`config.mk`:
```
export PLATFORM = sky130hd
export DESIGN_NAME = swm_history
export DESIGN_NICKNAME = d
export VERILOG_FILES = /design/src/design/swm_pkg.sv /design/src/design/swm_history.sv
export SDC_FILE = /design/constraint.sdc
export NUM_CORES = 2
export LEC_CHECK = 0
export BUFFER_PORTS_ARGS = -buffer_cell sky130_fd_sc_hd__buf_2
export CAP_MARGIN = 20
export CORE_MARGIN = 2
export CORE_UTILIZATION = 25
export CTS_CLUSTER_DIAMETER = 200
export DETAILED_ROUTE_END_ITERATION = 8
export GPL_TIMING_DRIVEN = 1
export PLACE_DENSITY_LB_ADDON = 0.08
export SLEW_MARGIN = 20
export SYNTH_ARGS = -nofsm -noshare
export SYNTH_HDL_FRONTEND = slang
export SYNTH_SLANG_ARGS = --single-unit
```
`constraint.sdc`:
```
create_clock -name clk -period 4.1 [get_ports clk]
set_input_delay 0 -clock clk [delete_from_list [all_inputs] [get_ports clk]]
set_output_delay 0 -clock clk [all_outputs]
set_load 0.01 [all_outputs]
```
`src/design/swm_pkg.sv`:
```
// Shared types and constants of the sliding-window median filter.
`timescale 1ns / 1ps

package swm_pkg;

    // Field widths
    localparam int SAMPLE_W        = 32;
    localparam int MEDIAN_W        = 33;
    localparam int CFG_W           = 7;
    localparam int M_TDATA_W       = ((MEDIAN_W + 7) / 8) * 8;

    // Window defaults
    localparam int WINDOW_MAX_DEF  = 64;
    localparam int WINDOW_SIZE_RST = 3;

    // What one cell shows its neighbors.
    typedef struct packed {
        logic signed [SAMPLE_W-1:0] val;   // stored value
        logic                       vld;   // entry in use (cleared view during a restart)
        logic                       le;    // value is less than or equal to the new sample
        logic                       eqd;   // value equals the sample that leaves
        logic                       below; // entry sits below the entry that leaves
    } swm_link_t;

    // Controls broadcast to every cell.
    typedef struct packed {
        logic step;   // a sample transfer updates the row
        logic drop;   // the window is full, the oldest sample leaves
        logic flush;  // the row is treated as empty before the insert
        logic clear;  // the window is emptied by a configuration write
    } swm_ctl_t;

    // Tie-offs at the two ends of the row
    localparam swm_link_t LINK_BOTTOM = '{val: '0, vld: 1'b1, le: 1'b1, eqd: 1'b0, below: 1'b1};
    localparam swm_link_t LINK_TOP    = '{val: '0, vld: 1'b0, le: 1'b0, eqd: 1'b0, below: 1'b0};

endpackage

```
`src/design/swm_history.sv`:
```
// Arrival-order store of the window samples with a registered read port.
`timescale 1ns / 1ps

module swm_history #(
    parameter  int DEPTH  = swm_pkg::WINDOW_MAX_DEF,
    localparam int ADDR_W = (DEPTH > 1) ? $clog2(DEPTH) : 1
) (
    input  logic                        clk,
    input  logic                        wr_en,
    input  logic [ADDR_W-1:0]           wr_addr,
    input  logic [swm_pkg::SAMPLE_W-1:0] wr_data,
    input  logic [ADDR_W-1:0]           rd_addr,
    output logic [swm_pkg::SAMPLE_W-1:0] rd_data
);
    import swm_pkg::*;

    logic [SAMPLE_W-1:0] mem [DEPTH];
    logic [SAMPLE_W-1:0] rd_data_reg;

    // Write port.
    always_ff @(posedge clk)
    begin
        if (wr_en)
        begin
            mem[wr_addr] <= wr_data;
        end
    end

    // Read port; a write to the same slot is passed through.
    always_ff @(posedge clk)
    begin
        if (wr_en && (wr_addr == rd_addr))
        begin
            rd_data_reg <= wr_data;
        end
        else
        begin
            rd_data_reg <= mem[rd_addr];
        end
    end

    assign rd_data = rd_data_reg;

endmodule

```
==> results.md <==
- Status: finished, final reports clean
- Asr flop ratio synth: 0
- Comb pwr share: 0.053
- Register area share after synthesis: 0.790
- Fmax: 253 MHz
- Site Rows: 205
- Pin count of the biggest net entering global routing: 66
- Synth area leaders: edfxtp_1 (79%), mux4_2 (16%), mux2i_1 (1.2%), o22ai_1 (0.67%), nor2_1 (0.66%)
- Tot Pwr: 45.6 mW
- CTS Root Cell: clkbuf_16
- Gpl congestion: 0.709
- H-tree depth: 4
- Setup TNS: 0 ns
- Measured slew at the worst slew-check pin: 0.990 ns
- Switching share of power: 0.219
- Initial DRC count: 3220
- Flops & latches, synth: 2054
- Critical path endpoint category: output pin
- Remaining Overflow, GRT: 0
- TritonCTS clock tree: done
- Fin crit period: 3.96 ns
- Largest register by flop count: mem
- Pre-CTS setup slack: 0.519 ns
- Residual DRC: 0
- Int Pwr: 35.6 mW
- Global-route wire length before repair: 341000 µm
- Vias in the first global route: 38900
- Commonest cells in the synthesized netlist: edfxtp_1 (2048), mux4_2 (544), nor2_1 (137), mux2i_1 (93), o22ai_1 (84)
- Maximum root-to-sink buffer count: 4
- Chip height: 563 µm
- Inserted Clock Buffers: 236
- Share of cells above drive strength 1: 0.321
- Routed WL: 249000 µm
- Syn_nets: 3344
- Avg WL per Cell: 30.9 µm
- Gr usage total: 0.156
- Final hold vios: 0
- Vias per cell: 4.54
- CTS Sinks: 2054
- Most frequent cell after synthesis: edfxtp_1
- Final setup vio count: 0
- Seq pwr share: 0.511
- Die footprint: 316000 µm²
- CP Cell Sequence: or3b_1, buf_4, o221ai_1, a21oi_1, a21oi_1, nor2_1, buf_2
- Most frequent CP cell: a21oi_1
- Clk pwr share: 0.436
- Top delay family on crit path: simple AND/OR/NAND/NOR gates
- Critical path class: reg -> out
- Share of the synthesized area in the top cell type: 0.789
- Grt met3 use: 0.0213
- Setup crit start kind: register
- Data arrival time of the critical path: 3.96 ns
- Final ANT Viol Nets: 0
- Critical path's slowest cell: dfxtp_4
- Mapped Avg Cell Area: 23.6 µm²
- Netlist Area Pre-Place: 78000 µm²
- Synth cell types: 34
- Largest registers: mem x2048
- Post-synth EDFFs: 2048
- Crit-path max FO: 29
- Global route hottest layer: met2
- TritonRoute pass-1 iters: 5
- GR Layer Usage met2: 0.252
- Area grow syn2layout: 19.7%
- I/O Buffers: 77
- Fin cells: 8063
- Vias post-DR: 36600
- Final nets: 3784
- Fin crit share: 0.965
- Synth warnings: 0
- Initial Util: 0.251
- IO Pins: 78
- Final worst slack: 0.141 ns
- Max reg flops: 2048
- Core ar.: 311000 µm²
- Worst hold path class: in -> reg
- Placed Cells: 7579
- Met1 Use GR: 0.226
- Max VDD drop: 0.368 mV
- Clock slew at reported path FFs: 0.07 ns
- Max Cap Viol: 0
- Initial antenna violation count: 20
- Critical Path RT: 4.10 ns
- PwrDens: 488 nW/µm²
- Top cell type by total area after synthesis: edfxtp_1
- Sw Pwr: 10.0 mW
- RSZ-0062 raised after global routing: no
- Cells after Synth: 3298
- Pins Over Slew Limit: 0
- Synth Flop Type: edfxtp_1
- CP bufs+invs: 2
- Detailed placement HPWL: 145000 µm
- Die W: 563 µm
- Slew headroom: 0.338
- Crit path largest cell delay: 0.74 ns
- P_leak: 28.6 nW
path summary, 6_finish.rpt:
check	start	to	slack, ns	depth (start not counted)
setup / recovery	register	rd_data[24]	0.14	7
hold / removal	wr_addr[3]	mem[30][23]$_DFFE_PP_	0.13	4
layer usage:
metal | up-vias | wire length, µm
met1 | 20400 | 117000
met2 | 790 | 117000
met4 | 0 | 4810
met3 | 284 | 9290
met5 | - | 0
li1 | 15100 | -
power by group through the flow:
stage          combinational, mW  sequential [mW]  clock (mW)
2_1_floorplan               1.18             23.7           0
3_3_place_gp                2.43             23.8           0
3_5_place_dp                2.43             23.8           0
4_1_cts                     2.52             23.3        20.6
5_1_grt                     2.59             23.3        21.3
6_report                    2.41             23.3        19.9
metrics by stage:
step | cell area [µm²] | util | hold WS, ns
CTS | 93300 | 0.300 | 0.0491
global placement | 85600 | 0.275 | 0.108
floorplan | 78000 | - | 0.0277
global route | 93300 | 0.300 | 0.0793
detailed placement | 85600 | 0.275 | 0.105
finish | 93400 | 0.300 | 0.126
cell families after synthesis:
family                 after synthesis  synth area share
AOI/OAI and AO/OA                  202            0.0168
DFF                               2054             0.790
muxes                              637             0.169
buffers and inverters              182            0.0114
and+or+nand+nor                    223            0.0127
cells in the final DEF (no fill, tap or decap), drive strengths merged, types with 5 or more instances in the layout:
cell type       n
mux4          544
a22oi          12
o221ai         27
inv             5
dlygate4sd3    49
nand2          26
nor2b          15
mux2i          93
nand2b          8
diode           5
nor3            7
bufinv         12
clkinv         94
nand3           5
or3b            5
a311oi          8
a21oi          62
clkbuf        306
o22ai          84
buf           335
dfxtp           6
edfxtp       2048
nand3b          5
nor2          137
repair_timing:
item,4_1_cts,5_1_grt
buffers inserted,12,0
resized for setup,7,1
pin swaps,0,0
hold buffers,49,0
endpoints found under the hold margin,2028,0
endpoints found under the setup margin,23,1
gates cloned,0,0
layout make-up:
cell class              instances  area, µm²
well taps                    4140       5180
clock buffers                 306       6290
repair buffers                384       3400
fillers                     30000     218000
diodes                          5       12.5
clock inverters               112        822
flip-flops and latches       2054      61600
multi-input cells            1062      16000
(Power assumes the default switching activity.)
