`config.mk`:
```
export PLATFORM = sky130hd
export DESIGN_NAME = swm_cell
export DESIGN_NICKNAME = d
export VERILOG_FILES = /design/src/design/swm_pkg.sv /design/src/design/swm_cell.sv
export SDC_FILE = /design/constraint.sdc
export NUM_CORES = 1
export LEC_CHECK = 0
export ABC_CLOCK_PERIOD_IN_PS = 3400
export BUFFER_PORTS_ARGS = -buffer_cell sky130_fd_sc_hd__buf_2
export CAP_MARGIN = 20
export CORE_AREA = 2 2 89 91
export DETAILED_ROUTE_END_ITERATION = 8
export DIE_AREA = 0 0 91 93
export GPL_ROUTABILITY_DRIVEN = 0
export PLACE_DENSITY = 0.82
export SYNTH_ARGS = -nofsm -noshare
export SYNTH_HDL_FRONTEND = slang
export SYNTH_SLANG_ARGS = --single-unit
```
`constraint.sdc`:
```
create_clock -name clk -period 3.4 [get_ports clk]
set_input_delay 0.68 -clock clk [delete_from_list [all_inputs] [get_ports clk]]
set_output_delay 0.68 -clock clk [all_outputs]
set_load 0.005 [all_outputs]
```
`src/design/swm_pkg.sv`:
```
// Shared types and constants of the sliding-window median filter.
`timescale 1ns / 1ps

package swm_pkg;

    // Field widths
    localparam int SAMPLE_W        = 32;
    localparam int MEDIAN_W        = 33;
    localparam int CFG_W           = 7;
    localparam int M_TDATA_W       = ((MEDIAN_W + 7) / 8) * 8;

    // Window defaults
    localparam int WINDOW_MAX_DEF  = 64;
    localparam int WINDOW_SIZE_RST = 3;

    // What one cell shows its neighbors.
    typedef struct packed {
        logic signed [SAMPLE_W-1:0] val;   // stored value
        logic                       vld;   // entry in use (cleared view during a restart)
        logic                       le;    // value is less than or equal to the new sample
        logic                       eqd;   // value equals the sample that leaves
        logic                       below; // entry sits below the entry that leaves
    } swm_link_t;

    // Controls broadcast to every cell.
    typedef struct packed {
        logic step;   // a sample transfer updates the row
        logic drop;   // the window is full, the oldest sample leaves
        logic flush;  // the row is treated as empty before the insert
        logic clear;  // the window is emptied by a configuration write
    } swm_ctl_t;

    // Tie-offs at the two ends of the row
    localparam swm_link_t LINK_BOTTOM = '{val: '0, vld: 1'b1, le: 1'b1, eqd: 1'b0, below: 1'b1};
    localparam swm_link_t LINK_TOP    = '{val: '0, vld: 1'b0, le: 1'b0, eqd: 1'b0, below: 1'b0};

endpackage

```
`src/design/swm_cell.sv`:
```
// One cell of the sorted row: holds one window entry and shifts with its neighbors.
`timescale 1ns / 1ps

module swm_cell (
    input  logic                               clk,
    input  logic                               rst_n,
    input  swm_pkg::swm_ctl_t                  ctl,
    input  logic signed [swm_pkg::SAMPLE_W-1:0] sample,
    input  logic signed [swm_pkg::SAMPLE_W-1:0] leaving,
    input  swm_pkg::swm_link_t                 lower,
    input  swm_pkg::swm_link_t                 upper,
    output swm_pkg::swm_link_t                 link
);
    import swm_pkg::*;

    logic signed [SAMPLE_W-1:0] val_reg;
    logic signed [SAMPLE_W-1:0] val_next;
    logic                       vld_reg;
    logic                       vld_next;

    logic      vld_eff;
    logic      le;
    logic      eqd;
    logic      lt;
    logic      del;
    logic      below;
    swm_link_t own;
    swm_link_t cur;
    swm_link_t prv;

    // Local compares against the new sample and the leaving sample.
    assign vld_eff = vld_reg && !ctl.flush;
    assign le      = vld_eff && (val_reg <= sample);
    assign eqd     = vld_eff && (val_reg == leaving);
    assign lt      = vld_eff && (val_reg < leaving);
    // Among equal entries the topmost one leaves, so the choice is local.
    assign del     = eqd && !upper.eqd;
    assign below   = lt || (eqd && !del);

    assign own  = '{val: val_reg, vld: vld_eff, le: le, eqd: eqd, below: below};
    assign link = own;

    // Entry at this place and the one under it once the leaving entry is gone.
    always_comb
    begin
        cur = (ctl.drop && !below) ? upper : own;
        prv = (ctl.drop && !lower.below) ? own : lower;
    end

    // Insert the new sample after all entries that are not greater.
    always_comb
    begin
        if (cur.le)
        begin
            val_next = cur.val;
            vld_next = cur.vld;
        end
        else if (prv.le)
        begin
            val_next = sample;
            vld_next = 1'b1;
        end
        else
        begin
            val_next = prv.val;
            vld_next = prv.vld;
        end
    end

    // Entry flag.
    always_ff @(posedge clk or negedge rst_n)
    begin
        if (!rst_n)
        begin
            vld_reg <= 1'b0;
        end
        else if (ctl.clear)
        begin
            vld_reg <= 1'b0;
        end
        else if (ctl.step)
        begin
            vld_reg <= vld_next;
        end
    end

    // Entry value.
    always_ff @(posedge clk)
    begin
        if (ctl.step)
        begin
            val_reg <= val_next;
        end
    end

endmodule

```
==> results by group <==
Clock network
  • H-Tree Depth: 2
  • Clock Latency Late Sink: 0.28 ns
  • CTS Buf Count: 5
  • Clk pin slew, worst setup/hold paths: 0.07 ns
  • Clock tree buffer depth: 2
  • Root Driver: clkbuf_8
  • CTS tree: built
  • # clock sinks: 33

Placement
  • Port bufs: 175
  • Worst slack at placement: 0.03388 ns
  • Placed insts: 648
  • Detailed placement HPWL: 8371 um
  • Placed Area: 4522 um2

Worst setup path
  • Kind of end point of the critical path: output pin
  • Crit path buffers/inverters: 4
  • Worst EP required: 2.72 ns
  • Most used cell, CP: buf_2
  • Cells on worst reg2reg path: 12
  • Flop-to-flop setup slack: 0.30 ns
  • CP max-delay cell: ha_1
  • Crit-path cells: buf_2 -> inv_1 -> ha_1 -> nand4_1 -> nor3_2 -> a221oi_2 -> o211ai_1 -> a21oi_2 -> xor2_1 -> buf_4 -> nand2b_1 -> nand2_1 -> buf_2
  • CP Launch Type: input pin
  • CP max FO: 3
  • Slowest stage delay, CP: 0.30 ns
  • R2r endpoint: vld_reg
  • Crit path kind: in -> out
  • Crit path max-delay family: compound AO/OA/AOI/OAI gates
  • Crit path depth: 13
  • Critical R2R Launch: val_reg[31]
  • Worst Path Arrival: 2.61 ns
  • Worst setup startpoint: leaving[25]

Final layout
  • FILL cells: 678
  • Finished Cell Area: 4674 um2
  • Area delta synth->final: 34.92%
  • Layout cells sized above 1: 37.95%
  • Layout Cells excl Fill: 658
  • Final nets: 761
  • # diodes: 0
  • Max FFs per register: 32

Timing
  • Max Transition Viols Final: 0
  • # setup viols final: 0
  • F_max: 0.3041 GHz
  • Clock Skew: 0.007059 ns
  • Final worst setup slack: 0.1120 ns
  • Rel. slew slack: 73.99%
  • Min Tclk post-route: 3.288 ns
  • Worst-Margin Slew: 0.3901 ns
  • Setup TNS: 0 ns
  • Hold_ws: 0.1595 ns
  • Final Hold Viols: 0
  • RSZ-0062 raised after global routing: true
  • Tcrit/Tclk final: 96.71%

Route
  • DR pass1 iterations: 4
  • WL met1: 4459 um
  • Vias per cell: 5.319
  • Residual DRC count: 0
  • Routed Wire Length: 10360 um
  • Routed length on met3: 483 um
  • Vias: 3500
  • Starting DRT DRC Count: 102
  • Antenna-violating nets left: 0
  • Top layer in use: met4
  • WL per Instance: 15.75 um
  • Met2 wire len: 5250 um

Die
  • Die Y: 93 um
  • Num rows: 32
  • Die Wd: 91 um
  • Die area: 8463 um2
  • Initial Util: 46.03%
  • Core area: 7527 um2
  • Boundary Pins: 178

Synth
  • Flip-flop and latch count after synthesis: 33
  • Most frequent cell after synthesis: inv_1
  • Async SR Flop Fraction: 3.030%
  • Synth area leaders: edfxtp_1 28%, ha_1 23%, a22o_1 16%
  • Syn avg cell area: 9.214 um2
  • Cell taking the most area after synthesis: edfxtp_1
  • Synth Warn #: 0
  • Prevailing post-synth register cell: edfxtp_1
  • Synth top cells by count: 68 x inv_1, 64 x a22o_1, 64 x ha_1, 32 x edfxtp_1
  • Post-synth EDFFs: 32
  • Post-synthesis sequential area ratio: 28.46%
  • Mapped Cells: 376
  • Mapped Nets: 582
  • Mapped Area: 3465 um2
  • Cell variety after synth: 40
  • Post-synth top area share: 27.74%

Global routing
  • Global route total overflow: 0
  • Largest net degree at the start of global routing: 34
  • Vias in the first global route: 3597
  • Initial antenna violation count: 0
  • First-pass GRT wire length: 16420 um
  • GRT Total Usage: 24.14%

Pwr
  • Leakage power: 2.566 nW
  • Clk pwr share: 21.9%
  • Share of power burned in registers: 37.4%
  • Sw power: 480.3 uW
  • Internal Dissipation: 960.4 uW
  • Sw frac: 33.34%
  • PD cells: 308.2 nW/um2
  • Combinational share of power: 40.7%
  • Maximum vdd drop: 0.1736 mV

Status
  • Outcome: completed

Run
  • Max-Cap Viols: 0

Worst hold path
  • HP Class: in -> async
==> final cells by class <==
type | instances | area (um2) | area share [%]
Inverter | 68 | 255.2 | 5.460
Timing Repair Buffer | 189 | 1044 | 22.32
Multi-Input combinational cell | 258 | 2172 | 46.47
Tap cell | 102 | 127.6 | 2.730
Clock buffer | 8 | 90.09 | 1.927
Sequential cell | 33 | 985.9 | 21.09
==> metal layers <==
layer	track usage [%]	vias up
met5	0	-
met4	6.313	0
met3	2.901	16
met2	44.26	122
met1	30.06	1613
li1	-	1749
==> cell usage in the layout (no fill, tap or decap), drive strengths merged, types with 2 or more instances in the layout <==
| master | n |
|---|---|
| a211oi | 2 |
| a21o | 2 |
| a21oi | 30 |
| a221oi | 2 |
| a22o | 64 |
| buf | 189 |
| clkbuf | 8 |
| edfxtp | 32 |
| ha | 64 |
| inv | 68 |
| nand2 | 28 |
| nand2b | 4 |
| nand3 | 5 |
| nand4 | 10 |
| nor2 | 13 |
| nor3 | 3 |
| nor4 | 3 |
| o2111a | 2 |
| o21a | 5 |
| o21ai | 8 |
==> cell families (layout without fill, tap and decap cells) <==
group,Yosys count,after routing,share of synthesized area [%]
adder cells (fa/ha/maj),64,64,23.11
AO/OA/AOI/OAI,122,122,26.83
flip-flops,33,33,28.46
XOR/XNOR,1,1,0.2528
buffers and inverters,85,265,10.55
AND/OR/NAND/NOR,70,70,10.36
multiplexers,1,1,0.4332
==> power by group through the flow <==
| stage | sequential (mW) | clock, mW | combinational, mW |
|---|---|---|---|
| 2_1_floorplan | 0.541 | 0 | 0.322 |
| 3_3_place_gp | 0.544 | 0 | 0.536 |
| 3_5_place_dp | 0.547 | 0 | 0.564 |
| 4_1_cts | 0.538 | 0.315 | 0.568 |
| 5_1_grt | 0.543 | 0.329 | 0.657 |
| 6_report | 0.539 | 0.316 | 0.586 |
==> how the worst max path moves through the flow <==
stage | endpoint | slack, ns
5_1_grt | link[0] | -0.02
2_1_floorplan | val_reg[0] | 0.22
3_5_place_dp | val_reg[17] | 0.03
6_report | link[0] | 0.11
4_1_cts | link[0] | 0.03
3_3_place_gp | val_reg[31] | 0.06
==> metrics by stage <==
step	utilization [%]	power, mW
after CTS	61.27	1.421
after detailed placement	60.07	1.111
after global placement	60.07	1.080
after global routing	62.10	1.529
after floorplan	-	0.8633
final	62.10	1.441
==> timing repair <==
| action | CTS | global route |
|---|---|---|
| setup buffers | 0 | 2 |
| resized for setup | 0 | 10 |
| hold endpoints to repair | 0 | 0 |
| setup endpoints to repair | 0 | 4 |
| hold buffers | 0 | 0 |
No activity file was read; power rests on OpenSTA's default activity.
